$ cat src/sv/fastq_base_quality_pairer_defines.svh
// ----------------------------------------------------------------------------
// fastq_base_quality_pairer_defines
// Assertion macros shared by the FASTQ pairer modules.
// ----------------------------------------------------------------------------
// Each macro samples on i_clk and is disabled while i_rst_n is low.
`ifndef FASTQ_BASE_QUALITY_PAIRER_DEFINES_SVH
`define FASTQ_BASE_QUALITY_PAIRER_DEFINES_SVH

// A condition that must hold at every clock edge.
`define FBQP_ASSERT_ALWAYS(lbl, cond, msg) \
    lbl: assert property (@(posedge i_clk) disable iff (!i_rst_n) (cond)) else $error(msg);

// An antecedent that forces a consequent at the same edge.
`define FBQP_ASSERT_IMPLY(lbl, ante, cons, msg) \
    lbl: assert property (@(posedge i_clk) disable iff (!i_rst_n) (ante) |-> (cons)) \
        else $error(msg);

`endif

$ cat src/sv/fbqp_pkg.sv
// ----------------------------------------------------------------------------
// fbqp_pkg
// Types and constants shared by the FASTQ base/quality pairer modules.
// ----------------------------------------------------------------------------
`timescale 1ns / 1ps

package fbqp_pkg;

    localparam logic [7:0] CHAR_AT   = 8'h40;
    localparam logic [7:0] CHAR_PLUS = 8'h2B;
    localparam logic [7:0] CHAR_NL   = 8'h0A;
    localparam logic [7:0] CHAR_N    = 8'h4E;

    localparam logic [1:0] ERR_NONE      = 2'd0;
    localparam logic [1:0] ERR_NO_HEADER = 2'd1;
    localparam logic [1:0] ERR_TRUNCATED = 2'd2;
    localparam logic [1:0] ERR_TOO_LONG  = 2'd3;

    localparam int QUEUE_DEPTH = 4;
    localparam int QPTR_W      = $clog2(QUEUE_DEPTH);
    localparam int QCNT_W      = $clog2(QUEUE_DEPTH + 1);

    typedef enum logic [2:0] {
        PH_HEADER_WAIT,
        PH_HEADER_SKIP,
        PH_SEQUENCE,
        PH_PLUS_SKIP,
        PH_QUALITY
    } t_phase;

    typedef enum logic [1:0] {
        CMD_WRITE,
        CMD_PAIR,
        CMD_SEP,
        CMD_FINAL
    } t_cmd_kind;

    typedef struct packed {
        t_cmd_kind  kind;
        logic [7:0] data;
        logic [1:0] err;
    } t_cmd;

    typedef struct packed {
        logic [7:0] text_byte;
        logic       end_of_input;
    } t_in;

    typedef struct packed {
        logic [7:0] base_out;
        logic [7:0] qual_out;
        logic       is_separator;
        logic [1:0] error_code;
        logic       stream_done;
    } t_out;

endpackage

$ cat src/sv/fbqp_queue.sv
// ----------------------------------------------------------------------------
// fbqp_queue
// Short command queue between the parser and the back end.
// ----------------------------------------------------------------------------
`timescale 1ns / 1ps
`include "fastq_base_quality_pairer_defines.svh"

module fbqp_queue #(
    parameter int W = 8
) (
    input  logic         i_clk,
    input  logic         i_rst_n,
    input  logic         i_push,
    input  logic [W-1:0] i_data,
    input  logic         i_pop,
    output logic [W-1:0] o_head,
    output logic         o_empty,
    output logic         o_full
);

    localparam int PW = fbqp_pkg::QPTR_W;
    localparam int CW = fbqp_pkg::QCNT_W;

    logic [W-1:0]  r_mem [fbqp_pkg::QUEUE_DEPTH];
    logic [PW-1:0] r_wr_ptr;
    logic [PW-1:0] r_rd_ptr;
    logic [CW-1:0] r_count;

    assign o_empty = (r_count == '0);
    assign o_full  = (r_count == CW'(fbqp_pkg::QUEUE_DEPTH));
    assign o_head  = r_mem[r_rd_ptr];

    always_ff @(posedge i_clk) begin
        if (!i_rst_n) begin
            r_wr_ptr <= '0;
            r_rd_ptr <= '0;
            r_count  <= '0;
        end else begin
            if (i_push) begin
                r_wr_ptr <= r_wr_ptr + 1'b1;
            end
            if (i_pop) begin
                r_rd_ptr <= r_rd_ptr + 1'b1;
            end
            if (i_push && !i_pop) begin
                r_count <= r_count + 1'b1;
            end else if (i_pop && !i_push) begin
                r_count <= r_count - 1'b1;
            end
        end
    end

    always_ff @(posedge i_clk) begin
        if (i_push) begin
            r_mem[r_wr_ptr] <= i_data;
        end
    end

    `FBQP_ASSERT_IMPLY(a_no_overflow, i_push && o_full, i_pop, "push into full queue")
    `FBQP_ASSERT_IMPLY(a_no_underflow, i_pop, !o_empty, "pop from empty queue")

endmodule

$ cat config.mk
export PLATFORM = sky130hd
export DESIGN_NAME = fbqp_queue
export DESIGN_NICKNAME = d
export VERILOG_FILES = /design/src/sv/fbqp_pkg.sv /design/src/sv/fbqp_queue.sv
export VERILOG_INCLUDE_DIRS = /design/src /design/src/sv
export SDC_FILE = /design/constraint.sdc
export NUM_CORES = 1
export LEC_CHECK = 0
export BUFFER_PORTS_ARGS = -buffer_cell sky130_fd_sc_hd__buf_2
export CAP_MARGIN = 0
export CORE_UTILIZATION = 55
export DETAILED_ROUTE_END_ITERATION = 10
export GPL_TIMING_DRIVEN = 1
export MAX_ROUTING_LAYER = met4
export PLACE_DENSITY = 0.75
export SLEW_MARGIN = 40
export SYNTH_ARGS = -nofsm -noshare
export SYNTH_HDL_FRONTEND = slang
export SYNTH_SLANG_ARGS = --single-unit
$ cat constraint.sdc
create_clock -name i_clk -period 2 [get_ports i_clk]
set_input_delay 0.4 -clock i_clk [delete_from_list [all_inputs] [get_ports i_clk]]
set_output_delay 0.4 -clock i_clk [all_outputs]
set_load 0.02 [all_outputs]
* Yosys cells after proc, flatten, opt, wreduce, memory -nomap -nowiden
Memories as Yosys holds them, arrays and structs flattened. A register that Yosys moved wholly into a read port is not among the register bits.
Cells that the tools add are included.
** Operators by class
- Add/subtract/negate cells :: 4
- Reduce and logical (&&, ||, !) cells :: 6
- Eq/ne operators :: 1
- Multiplexer cells :: 6
** Operators by type and width (number)
- $mux W3 :: 2
- $add A2 B1 Y2 const B :: 2
- $mux W2 :: 2
- $add A3 B1 Y3 const B :: 1
- $eq A3 B3 Y1 const B :: 1
- $logic_not A3 Y1 :: 1
- $sub A3 B1 Y3 const B :: 1
- $logic_and A1 B1 Y1 :: 2
- $logic_not A1 Y1 :: 2
- $mux W1 :: 2
- $reduce_bool A2 Y1 :: 1
** Word-level totals
- Output and inout port bits :: 10
- Memory bits (writable) :: 32
- Memories kept :: 1
- Bits of input ports :: 12
- Bits in registers :: 7
** Memory list
- r_mem :: words 4, bits a word 8, read ports 1, clocked after Yosys merged registers in 1, wr ports 1, line fbqp_queue.sv:24 : logic [W-1:0] r_mem [fbqp_pkg::QUEUE_DEPTH];

* Logic depth before layout (Yosys ltp)
- Word-level depth :: 4
- Mapped depth :: 7
- Gate-level depth less buffers :: 7

* Worst setup path after synthesis
OpenSTA, ideal clock, no wires.
- Path kind :: input to register
- Start :: in i_pop
- End :: reg r_count[2]
- Path slack :: 0.340 ns
- Arrival time :: 1.590 ns
- Stages on the path :: 7
- Library setup time :: 0.070 ns
- Cell sequence :: inv_1 > ha_1 > inv_1 > fa_1 > xor2_1 > or3_1 > a21boi_1
** On the way
- Word-level cells in the longest chain between the ends :: 3
- Elaborated cells on any way between the ends :: 5
- Those cells by class :: mux (1); reduce/logical (4)
** Ends and longest elaborated chain
- start, declared :: line fbqp_queue.sv:15 : input logic i_pop,
- $logic_not A1 Y1 :: line fbqp_queue.sv:45 : if (i_push && !i_pop) begin
- $logic_and A1 B1 Y1 :: line fbqp_queue.sv:45
- $mux W3 or $reduce_bool A2 Y1 (tied branches)
- end signal, assigned :: line fbqp_queue.sv:46 : r_count <= r_count + 1'b1;
- end signal, assigned :: line fbqp_queue.sv:48 : r_count <= r_count - 1'b1;
- end, declared :: line fbqp_queue.sv:27 : logic [CW-1:0] r_count;
Parallel ways exist; a longest one is shown, timed or not.
A chain may end at the register's enable or synchronous reset.

==> flow_summary.ini <==
[status]
status = finished, final reports clean

[yosys]
synthSimpleGateAreaFrac_pct = 5.70
ys_seq_area_share_pct = 71.2
syn-cell-area_sq_um = 1600
synth-xor-area-share_pct = 2.73
synthesis.instances = 85
syn_nets = 103
yosys-mux-area-fraction_pct = 12.5
yosysUniqueCellTypes = 19
yosysWarnings = 0
ys_seq_elements = 41
synthAdderAreaFrac_pct = 5.15
synth_top_family_by_area = multiplexers
post_synth.cell_area_avg_sq_um = 18.9
synth_compound_area_share_pct = 0.781

[placed_design]
dp_cells = 137
portBuffers = 21
dpl.hpwl_um = 1660
gp_congestion = 0.663

[cells_and_area]
mostFrequentLayoutCell = edfxtp_1
final_layout_size_suffix_gt1_share_pct = 33.3
syn_to_final_growth_pct = 12.3
finalNetCount = 131
fin_cells = 145
n_antenna_cell = 0
layout_common_cells = edfxtp_1, buf_2, and2_1, dfxtp_1, mux4_2
utilization_pct = 65.3

[setup_path]
cp_max_fo = 5
r2r-end = r_count[2]$_SDFFE_PN0P_
critPathLaunchType = register
reg2reg_slack_ns = 0.50
critPathKind = register to output pin
rr_startpoint = r_count[0]$_SDFFE_PN0P_
worstRegToRegCells = 4
crit_path_end_kind = output pin
critical_path_required_ns = 1.60
cp.arrival_ns = 1.50

[clock_tree]
cts_buffer_depth = 2
cts.htree.levels = 2
tritoncts = built
cts_made_buffers = 5
root_buffer = clkbuf_4
cts_setup_buffers = 0
clock_latency_ns = 0.34
clkTransAtPathRegs_ns = 0.11
cts.sinks = 41

[power_and_ir_drop]
clkPwrFrac_pct = 22.9
pwr-share-seq_pct = 62.0
peakVddDrop_mv = 0.632
pwr-share-comb_pct = 15.1
leakagePower_nw = 0.668
p_per_area_nw_per_um2 = 900
switching_share_pct = 24.6
p_switching_w = 0.000398
internal_power_w = 0.00122
fin_total_pwr_w = 0.00162

[route]
routed_via_density = 5.40
vias = 783
routedWlPerCell_um = 15.4
drc = 0
ant_nets = 0
first_iter_violations = 17
finalWirelength_um = 2230
drtPass1Iterations = 4

[global_route]
grt_overflow_total = 0
grt_max_degree = 13
grt_usage_pct = 17.6
grt_pass1_wl_um = 3730
grt_pass1_vias = 842
antenna_found_initial = 0

[die]
io_pins = 22
row_count = 19
die_w_um = 56.0
start_util_pct = 58.1
die_y_um = 56.0
core_sq_um = 2760
die_area_sq_um = 3130

[timing]
fmax_ghz = 0.527
worstMarginPinSlew_ns = 0.431
period_minus_slack_ns = 1.90
fin_tns_setup_ns = 0
post-route-period-util_pct = 94.9
fin_skew_ns = 0.0114
rsz0062_at_grt = no
setup_viol = 0
relSlewSlack_pct = 71.3
report.final.slew_viol_count = 0
finalHoldViolCount = 0

[min_path]
hold_path.class = input pin to register
hold_path_depth = 1
min-delay-start = i_data[0]
hold_path_end = r_mem[0][0]$_DFFE_PP_

[run]
drv_cap = 0
[state kept, by name, indices dropped and copies added (netlist names), named ones only]
signal / cells
r_mem: 32
r_rd_ptr: 2
r_wr_ptr: 2
r_count: 3
[cells by family (layout without fill, tap and decap cells)]
kind of cell,Yosys count,in the layout
adders and majority gates,6,6
xor gates and xnor gates,5,5
buffers and inverters,6,35
muxes,10,10
AOI/OAI and AO/OA,2,2
and+or+nand+nor,15,15
DFF,41,41
[per-layer routing]
| layer | vias up | wire, um | part of all wire [%] | track usage [%] |
|---|---|---|---|---|
| met5 | - | 0 | 0 | - |
| met4 | 0 | 51 | 2.3 | 9.06 |
| met3 | 5 | 118 | 5.3 | 7.67 |
| met2 | 20 | 1190 | 53 | 29.4 |
| met1 | 384 | 869 | 39 | 17.1 |
| li1 | 374 | - | - | - |
[power by group through the flow]
| stage | Combinational [W] | Sequential, W | Clock [W] |
|---|---|---|---|
| floorplan | 0.000178 | 0.00101 | 0 |
| global placement | 0.000239 | 0.00102 | 0 |
| detailed placement | 0.000247 | 0.00102 | 0 |
| CTS | 0.000248 | 0.00100 | 0.000392 |
| global route | 0.000271 | 0.00101 | 0.000419 |
| finish | 0.000245 | 0.00100 | 0.000371 |
[critical path: stages, from the launching register on]
cell and delay (ns):
dfxtp_1 0.36, buf_6 0.14, mux4_2 0.50, buf_2 0.17
[timing repair]
action | CTS | global route
hold endpoints to repair | 0 | 0
resized for setup | 0 | 1
hold buffers | 0 | 0
setup endpoints to repair | 0 | 3
[cell type report]
type,count,area [sq um]
clock buffers,6,41.3
well taps,31,38.8
flip-flops and latches,41,1140
inverters,4,15.0
clock inverters,2,10.0
fillers,216,957
repair buffers,23,124
multi-input cells,38,430
[worst max path at each step]
stage,from,endpoint,slack (ns),cells after the start
after global routing,register,o_head[3],0.009,3
final,register,o_head[2],0.10,3
after CTS,register,o_head[3],0.04,3
after detailed placement,i_push,r_count[2]$_SDFFE_PN0P_,0.12,7
after global placement,i_push,r_count[2]$_SDFFE_PN0P_,0.18,7
after floorplan,i_pop,r_count[2]$_SDFFE_PN0P_,0.34,7
[cells in the mapped netlist, drive strengths merged]
master / instances / area [sq um]
edfxtp: 32 / 961
and2: 9 / 56.3
dfxtp: 9 / 180
mux4: 8 / 180
ha: 5 / 62.6
inv: 4 / 15.0
xor2: 3 / 26.3
mux2i: 2 / 20.0
nor2b: 2 / 12.5
xnor2: 2 / 17.5
a21boi: 1 / 7.51
buf: 1 / 11.3
clkbuf: 1 / 5.00
fa: 1 / 20.0
nand2: 1 / 3.75
nor3: 1 / 5.00
nor3b: 1 / 7.51
o21ai: 1 / 5.00
or3: 1 / 6.26
[through the flow]
step | cell area [sq um] | worst slack [ns] | hold slack, ns
floorplan | 1600 | 0.340 | 0.465
global placement | 1750 | 0.184 | 0.482
detailed placement | 1750 | 0.117 | 0.506
CTS | 1800 | 0.0356 | 0.248
global route | 1800 | 0.00914 | 0.244
finish | 1800 | 0.102 | 0.269
No activity file was read; power rests on OpenSTA's default activity.
