$ cat src/sv/fastq_base_quality_pairer_defines.svh
// ----------------------------------------------------------------------------
// fastq_base_quality_pairer_defines
// Assertion macros shared by the FASTQ pairer modules.
// ----------------------------------------------------------------------------
// Each macro samples on i_clk and is disabled while i_rst_n is low.
`ifndef FASTQ_BASE_QUALITY_PAIRER_DEFINES_SVH
`define FASTQ_BASE_QUALITY_PAIRER_DEFINES_SVH

// A condition that must hold at every clock edge.
`define FBQP_ASSERT_ALWAYS(lbl, cond, msg) \
    lbl: assert property (@(posedge i_clk) disable iff (!i_rst_n) (cond)) else $error(msg);

// An antecedent that forces a consequent at the same edge.
`define FBQP_ASSERT_IMPLY(lbl, ante, cons, msg) \
    lbl: assert property (@(posedge i_clk) disable iff (!i_rst_n) (ante) |-> (cons)) \
        else $error(msg);

`endif

$ cat src/sv/fbqp_pkg.sv
// ----------------------------------------------------------------------------
// fbqp_pkg
// Types and constants shared by the FASTQ base/quality pairer modules.
// ----------------------------------------------------------------------------
`timescale 1ns / 1ps

package fbqp_pkg;

    localparam logic [7:0] CHAR_AT   = 8'h40;
    localparam logic [7:0] CHAR_PLUS = 8'h2B;
    localparam logic [7:0] CHAR_NL   = 8'h0A;
    localparam logic [7:0] CHAR_N    = 8'h4E;

    localparam logic [1:0] ERR_NONE      = 2'd0;
    localparam logic [1:0] ERR_NO_HEADER = 2'd1;
    localparam logic [1:0] ERR_TRUNCATED = 2'd2;
    localparam logic [1:0] ERR_TOO_LONG  = 2'd3;

    localparam int QUEUE_DEPTH = 4;
    localparam int QPTR_W      = $clog2(QUEUE_DEPTH);
    localparam int QCNT_W      = $clog2(QUEUE_DEPTH + 1);

    typedef enum logic [2:0] {
        PH_HEADER_WAIT,
        PH_HEADER_SKIP,
        PH_SEQUENCE,
        PH_PLUS_SKIP,
        PH_QUALITY
    } t_phase;

    typedef enum logic [1:0] {
        CMD_WRITE,
        CMD_PAIR,
        CMD_SEP,
        CMD_FINAL
    } t_cmd_kind;

    typedef struct packed {
        t_cmd_kind  kind;
        logic [7:0] data;
        logic [1:0] err;
    } t_cmd;

    typedef struct packed {
        logic [7:0] text_byte;
        logic       end_of_input;
    } t_in;

    typedef struct packed {
        logic [7:0] base_out;
        logic [7:0] qual_out;
        logic       is_separator;
        logic [1:0] error_code;
        logic       stream_done;
    } t_out;

endpackage

$ cat src/sv/fbqp_front.sv
// ----------------------------------------------------------------------------
// fbqp_front
// Parser: tracks the record phase and, where a byte calls for one, turns it
// into a store, pair, separator or final command for the back end.
// ----------------------------------------------------------------------------
`timescale 1ns / 1ps
`include "fastq_base_quality_pairer_defines.svh"

module fbqp_front #(
    parameter int MAX_READ = 1024,
    parameter int AW       = $clog2(MAX_READ),
    parameter int LW       = $clog2(MAX_READ + 1)
) (
    input  logic             i_clk,
    input  logic             i_rst_n,
    input  logic             i_in_valid,
    output logic             o_in_ready,
    input  fbqp_pkg::t_in    i_in_data,
    input  logic             i_q_full,
    output logic             o_push,
    output fbqp_pkg::t_cmd   o_cmd,
    output logic [AW-1:0]    o_addr
);

    fbqp_pkg::t_phase r_phase, n_phase;
    logic             r_after_nl, n_after_nl;
    logic [LW-1:0]    r_len, n_len;
    logic [LW-1:0]    r_pos, n_pos;
    logic             r_halted, n_halted;

    logic             accept;
    logic             nl;
    logic [LW-1:0]    pos_inc;

    // Once halted, items are taken and dropped without touching the queue.
    assign o_in_ready = r_halted | ~i_q_full;
    assign accept     = i_in_valid & o_in_ready;
    assign nl         = (i_in_data.text_byte == fbqp_pkg::CHAR_NL);
    assign pos_inc    = r_pos + 1'b1;

    always_ff @(posedge i_clk) begin
        if (!i_rst_n) begin
            r_phase    <= fbqp_pkg::PH_HEADER_WAIT;
            r_after_nl <= 1'b1;
            r_len      <= '0;
            r_pos      <= '0;
            r_halted   <= 1'b0;
        end else begin
            r_phase    <= n_phase;
            r_after_nl <= n_after_nl;
            r_len      <= n_len;
            r_pos      <= n_pos;
            r_halted   <= n_halted;
        end
    end

    always_comb begin
        n_phase    = r_phase;
        n_after_nl = r_after_nl;
        n_len      = r_len;
        n_pos      = r_pos;
        n_halted   = r_halted;
        o_push     = 1'b0;
        o_cmd.kind = fbqp_pkg::CMD_WRITE;
        o_cmd.data = i_in_data.text_byte;
        o_cmd.err  = fbqp_pkg::ERR_NONE;
        o_addr     = r_len[AW-1:0];

        if (accept && !r_halted) begin
            if (i_in_data.end_of_input) begin
                o_push     = 1'b1;
                o_cmd.kind = fbqp_pkg::CMD_FINAL;
                n_halted   = 1'b1;
                if (r_phase == fbqp_pkg::PH_HEADER_WAIT ||
                    (r_phase == fbqp_pkg::PH_PLUS_SKIP && r_len == '0)) begin
                    o_cmd.err = fbqp_pkg::ERR_NONE;
                end else begin
                    o_cmd.err = fbqp_pkg::ERR_TRUNCATED;
                end
            end else begin
                n_after_nl = nl;
                case (r_phase)
                    fbqp_pkg::PH_HEADER_WAIT: begin
                        if (!nl) begin
                            o_push = 1'b1;
                            if (i_in_data.text_byte == fbqp_pkg::CHAR_AT && r_after_nl) begin
                                n_phase    = fbqp_pkg::PH_HEADER_SKIP;
                                n_len      = '0;
                                n_pos      = '0;
                                o_cmd.kind = fbqp_pkg::CMD_SEP;
                            end else begin
                                o_cmd.kind = fbqp_pkg::CMD_FINAL;
                                o_cmd.err  = fbqp_pkg::ERR_NO_HEADER;
                                n_halted   = 1'b1;
                            end
                        end
                    end
                    fbqp_pkg::PH_HEADER_SKIP: begin
                        if (nl) begin
                            n_phase = fbqp_pkg::PH_SEQUENCE;
                        end
                    end
                    fbqp_pkg::PH_SEQUENCE: begin
                        if (!nl) begin
                            if (i_in_data.text_byte == fbqp_pkg::CHAR_PLUS && r_after_nl) begin
                                n_phase = fbqp_pkg::PH_PLUS_SKIP;
                            end else if (r_len >= LW'(MAX_READ)) begin
                                o_push     = 1'b1;
                                o_cmd.kind = fbqp_pkg::CMD_FINAL;
                                o_cmd.err  = fbqp_pkg::ERR_TOO_LONG;
                                n_halted   = 1'b1;
                            end else begin
                                o_push     = 1'b1;
                                o_cmd.kind = fbqp_pkg::CMD_WRITE;
                                n_len      = r_len + 1'b1;
                            end
                        end
                    end
                    fbqp_pkg::PH_PLUS_SKIP: begin
                        if (nl) begin
                            n_phase = (r_len == '0) ? fbqp_pkg::PH_HEADER_WAIT
                                                    : fbqp_pkg::PH_QUALITY;
                        end
                    end
                    fbqp_pkg::PH_QUALITY: begin
                        if (!nl) begin
                            o_push     = 1'b1;
                            o_cmd.kind = fbqp_pkg::CMD_PAIR;
                            o_addr     = r_pos[AW-1:0];
                            n_pos      = pos_inc;
                            if (pos_inc >= r_len) begin
                                n_phase = fbqp_pkg::PH_HEADER_WAIT;
                            end
                        end
                    end
                    default: begin
                        n_phase = fbqp_pkg::PH_HEADER_WAIT;
                    end
                endcase
            end
        end
    end

    `FBQP_ASSERT_ALWAYS(a_len_bound, r_len <= LW'(MAX_READ), "read length beyond store")
    `FBQP_ASSERT_IMPLY(a_pos_in_read, r_phase == fbqp_pkg::PH_QUALITY, r_pos < r_len,
        "quality position past stored bases")
    `FBQP_ASSERT_IMPLY(a_quiet_halt, r_halted, !o_push, "command issued after halt")

endmodule

$ cat config.mk
export PLATFORM = sky130hd
export DESIGN_NAME = fbqp_front
export DESIGN_NICKNAME = d
export VERILOG_FILES = /design/src/sv/fbqp_pkg.sv /design/src/sv/fbqp_front.sv
export VERILOG_INCLUDE_DIRS = /design/src /design/src/sv
export SDC_FILE = /design/constraint.sdc
export NUM_CORES = 1
export LEC_CHECK = 0
export BUFFER_PORTS_ARGS = -buffer_cell sky130_fd_sc_hd__buf_4
export CAP_MARGIN = 5
export CORE_MARGIN = 8
export CORE_UTILIZATION = 48
export CTS_CLUSTER_DIAMETER = 120
export DETAILED_ROUTE_END_ITERATION = 8
export PLACE_DENSITY = 0.73
export SKIP_LAST_GASP = 1
export SLEW_MARGIN = 20
export SYNTH_ARGS = -nofsm -noshare
export SYNTH_HDL_FRONTEND = slang
export SYNTH_SLANG_ARGS = --single-unit
$ cat constraint.sdc
create_clock -name i_clk -period 2.7 [get_ports i_clk]
set_input_delay 0.54 -clock i_clk [delete_from_list [all_inputs] [get_ports i_clk]]
set_output_delay 0.54 -clock i_clk [all_outputs]
set_load 0.005 [all_outputs]
== Yosys cells after proc, flatten, opt, wreduce, memory -nomap -nowiden ==
Cells that the tools add are included.

* Logic and storage cells: 102
* Register bits: 27
* Input bits: 13

* Equality and inequality tests: 22
* Bitwise operators: 4
* Magnitude comparators: 2
* $add $sub $neg: 2
* Multiplexer cells: 50
* Reductions and logical operators: 17

{| class="wikitable"
|+ Operators with widths
! kind !! count
|-
| two-way mux 11 bit || 6
|-
| one-hot mux 11 bit (2 select lines) || 2
|-
| two-way mux 10 bit || 4
|-
| two-way mux 3 bit || 9
|-
| adder 11 x 1 -> 11 bit (second input constant) || 2
|-
| two-way mux 2 bit || 9
|-
| inequality test 2 bit (second input constant) || 9
|-
| two-way mux 1 bit || 15
|-
| inequality test 3 bit (second input constant) || 5
|-
| one-hot mux 3 bit (5 select lines) || 1
|-
| >= comparator 11 bit || 1
|-
| >= comparator 11 bit (second input constant) || 1
|-
| logical NOT 11 bit || 1
|-
| AND reduction 10 bit || 1
|-
| == test 8 x 4 -> 1 bit (second input constant) || 1
|-
| == test 8 x 6 -> 1 bit (second input constant) || 1
|-
| == test 8 x 7 -> 1 bit (second input constant) || 1
|-
| AND reduction 8 bit || 1
|-
| AND reduction 7 bit || 1
|-
| == test 3 x 2 -> 1 bit (second input constant) || 2
|-
| one-hot mux 2 bit (3 select lines) || 1
|-
| AND reduction 6 bit || 1
|-
| logical AND 1 bit || 4
|-
| one-hot mux 1 bit (2 select lines) || 2
|-
| other kinds (14) || 16
|}

== Depth between registers and ports, before layout ==
* Depth after elaboration: 7
* Gate-level depth with buffers: 12
* Gate-level depth less buffers: 11

== Least setup slack after synthesis ==
Ideal clock, no wire load.

* Path kind: input port to output port
* Start point: input i_in_data[0] (netlist bit)
* End point: output o_addr[6]
* Buffers on the path: 4
* Data arrival time: 2113 ps
* Data required time: 2160 ps
* Cell stages on the path: 8
* Path slack: 47 ps
* Cells stage by stage: buf_6 > or4b_4 > buf_6 > nor3_1 > buf_2 > buf_2 > nand2_1 > o21ai_0

* Word-level cells in the longest chain between the ends: 2

{| class="wikitable"
|+ RTL lines
! what !! line !! text
|-
| from (decl) || fbqp_front.sv:18 || <nowiki>input fbqp_pkg::t_in i_in_data,</nowiki>
|-
| two-way mux 10 bit || fbqp_front.sv:70 || <nowiki>if (i_in_data.end_of_input) begin</nowiki>
|-
| two-way mux 10 bit || fbqp_front.sv:69 || <nowiki>if (accept && !r_halted) begin</nowiki>
|-
| to (decl) || fbqp_front.sv:22 || <nowiki>output logic [AW-1:0] o_addr</nowiki>
|}

Every way passes these cells.

== Final worst setup path ==
* Start point: register r_pos[0]
* End point: register r_phase[0]

* Word-level cells in the longest chain between the ends: 4

{| class="wikitable"
|+ RTL lines
! what !! line !! text
|-
| from (decl) || fbqp_front.sv:28 || <nowiki>logic [LW-1:0] r_pos, n_pos;</nowiki>
|-
| from (signal assigned) || fbqp_front.sv:52 || <nowiki>r_pos <= n_pos;</nowiki>
|-
| adder 11 x 1 -> 11 bit || fbqp_front.sv:39 || <nowiki>assign pos_inc = r_pos + 1'b1;</nowiki>
|-
| >= comparator 11 bit || fbqp_front.sv:131 || <nowiki>if (pos_inc >= r_len) begin</nowiki>
|-
| inequality test 2 bit (no line) || -- ||
|-
| AND reduction 10 bit (no line) || -- ||
|-
| to (signal assigned) || fbqp_front.sv:43 || <nowiki>r_phase <= fbqp_pkg::PH_HEADER_WAIT;</nowiki>
|-
| to (signal assigned) || fbqp_front.sv:49 || <nowiki>r_phase <= n_phase;</nowiki>
|-
| to (decl) || fbqp_front.sv:25 || <nowiki>fbqp_pkg::t_phase r_phase, n_phase;</nowiki>
|}

Every way passes these cells.
A chain may end at the register's enable or synchronous reset.

==> results.py <==
metrics = {
    "outcome": {
        "status": "finished clean",
    },
    "power_and_ir_drop": {
        "p_leak_nw": 1.16,
        "internal-power_mw": 0.544,
        "p_comb_share_pct": 10.0,
        "pwr_density_cell_nw_per_um2": 290,
        "switchingPower_mw": 0.171,
        "p_seq_share_pct": 56.1,
        "switching_share_pct": 23.9,
        "irDropWorstVdd_uv": 163,
        "power.total_mw": 0.715,
        "p_clk_share_pct": 33.9,
    },
    "worst_setup_path": {
        "critPathArrivalTime_ns": 2.73,
        "endpoint_kind": "flip-flop",
        "cp_slowest_cell": "dfxtp_1",
        "crit_chain": "ha_1, and3_1, and3_1, nand3_1, xnor2_1, ha_1, nand4_1, nand3_1, o21ai_0, mux2i_1",
        "startpoint_type": "flip-flop",
        "worst_ep_required_time_ns": 2.92,
        "crit_buf_inv": 0,
        "max_stage_delay_ns": 0.41,
        "path_class": "flip-flop to flip-flop",
        "crit_family": "simple AND/OR/NAND/NOR gates",
        "worstPathMaxFanout": 6,
    },
    "synthesis": {
        "syn_nets": 309,
        "synth_edf_count": 0,
        "synth_cells": 282,
        "synth_top_area_share_pct": 25.3,
        "ys_seq_area_share_pct": 25.3,
        "ys_warn_count": 0,
        "ys.flop_type": "dfxtp_1",
        "synth-seq-cells": 27,
        "syn-cell-area_um2": 2140,
        "synth_common_cells": "nand2_1 (29), dfxtp_1 (27), o21ai_0 (24)",
        "synthTopCellsByArea": "dfxtp_1 (25%), ha_1 (8.2%), o21ai_0 (5.6%)",
        "synthArstFlopShare_pct": 0,
        "synthDistinctLibCells": 52,
        "syn_avg_cell_area_um2": 7.59,
        "synth_top_area_cell": "dfxtp_1",
        "yosysMostFrequentCell": "nand2_1",
    },
    "drt": {
        "wl_um": 5310,
        "ant_nets": 0,
        "num_vias": 2077,
        "first_pass_iters": 4,
        "viasPerCell": 5.75,
        "wl_per_cell_um": 14.7,
        "drc": 0,
        "drtIter0Drc": 108,
    },
    "clock_tree": {
        "clk_latency_ns": 0.28,
        "cts_resized": 0,
        "holdBufCountCts": 0,
        "cts_tree": "built",
        "cts_setup_buffers": 0,
        "cts_root_buf": "clkbuf_8",
        "path_clk_slew_ns": 0.09,
        "cts.sinks": 27,
        "clock_path_buffers": 2,
        "htree_levels": 1,
        "cts_buffers": 3,
    },
    "placement": {
        "gp_congestion": 0.840,
        "hpwlAfterDp_um": 4100,
        "io_buffers": 36,
    },
    "sta": {
        "setup-tns-final_ns": 0,
        "maxSlewHeadroom_pct": 65.7,
        "setup_viol": 0,
        "slew_violations": 0,
        "finalHoldViolCount": 0,
        "fin_crit_ns": 2.52,
        "fin_skew_ns": 0.00193,
        "fin_crit_sh_pct": 93.2,
        "fmax_mhz": 397,
        "grt_setup_unrepaired": "false",
        "tightest_slew_ns": 0.510,
    },
    "floorplan": {
        "die_h_um": 82.8,
        "row_count": 24,
        "die_w_um": 82.8,
        "start_util_pct": 49.5,
        "dieArea_um2": 6850,
        "boundaryPins": 37,
        "core_um2": 4320,
    },
    "global_routing": {
        "met3_usage_pct": 2.38,
        "grt-ovfl-total": 0,
        "met2_usage_pct": 27.8,
        "grt_usage_pct": 16.3,
        "antenna_found_initial": 0,
        "grt_max_degree": 31,
        "grt_pass1_wl_um": 8970,
        "grt_pass1_vias": 1943,
        "top_usage_layer": "met2",
        "grtUsageMet1_pct": 20.5,
    },
    "layout": {
        "drive_gt1_share_pct": 20.7,
        "antenna_cells": 0,
        "syn_to_final_growth_pct": 15.0,
        "nets": 337,
        "fillers": 418,
    },
    "min_path": {
        "hold_path.class": "flip-flop to flip-flop",
    },
    "flow_run": {
        "drv_cap": 0,
    },
}
-- logic make-up after synthesis --
kind of cell,count (synthesis),synth area share (%)
AND/OR/NAND/NOR,113,28.4
flip-flops,27,25.3
buffers and inverters,37,9.53
multiplexers,2,0.936
adder cells (fa/ha/maj),14,8.19
AO/OA/AOI/OAI,80,24.0
XOR/XNOR,9,3.68
-- cell usage in the layout, fill, tap and decap left out, drive strengths merged, types with 3 or more instances in the layout --
cell type,n
a211oi,3
a21o,8
a21oi,19
a22oi,4
a31oi,4
and3,9
buf,46
clkbuf,4
dfxtp,27
ha,14
inv,14
nand2,29
nand3,13
nand4,7
nor2,23
nor2b,5
nor3,6
nor4,5
o211a,5
o21ai,25
xnor2,4
xor2,5
-- power by group through the flow --
stage / Clock (mW) / Sequential, mW / Combinational [mW]
after CTS: 0.247 / 0.401 / 0.0723
final: 0.242 / 0.401 / 0.0714
after floorplan: 0 / 0.410 / 0.0393
after detailed placement: 0 / 0.410 / 0.0719
after global placement: 0 / 0.410 / 0.0712
after global routing: 0.261 / 0.401 / 0.0793
-- worst min-delay path, cell delays in order (launching register included) --
cell	delay, ns
dfxtp_1	0.34
nand2_1	0.05
o211ai_1	0.07
-- state kept, by name, summed over array words and instances, names as in the netlist --
name,count
r_after_nl,1
r_halted,1
r_len,11
r_phase,3
r_pos,11
-- layer usage --
layer,vias up,share of wire [%]
li1,1060,-
met1,963,46
met2,49,45
met3,5,7.3
met4,0,1.2
met5,-,0
-- stage by stage --
step	utilization, %	setup slack, ns	instances	cell area [um^2]	hold WS, ns
CTS	56.9	0.190	361	2460	0.498
global route	56.9	0.00169	361	2460	0.555
floorplan	-	0.0465	282	2140	0.447
detailed placement	55.9	0.183	357	2420	0.475
global placement	55.9	0.184	357	2420	0.468
finish	56.9	0.184	361	2460	0.494
-- path summary, 6_finish.rpt --
kind / start / to / slack (ns) / depth (start not counted)
hold reg to reg: r_after_nl / r_after_nl / 0.49 / 2
setup / recovery: r_pos[0] / r_phase[0] / 0.18 / 10
setup reg to reg: r_pos[0] / r_phase[0] / 0.18 / 10
hold / removal: r_after_nl / r_after_nl / 0.49 / 2
-- area by class of cell --
class | count | area [um^2] | area share (%)
inverter | 14 | 52.6 | 2.14
sequential | 27 | 541 | 22.0
multi-input combinational | 218 | 1400 | 56.9
timing repair buffer | 46 | 358 | 14.5
clock buffer | 4 | 45.0 | 1.83
tap | 52 | 65.1 | 2.64
Power figures use the tool's default switching activity.
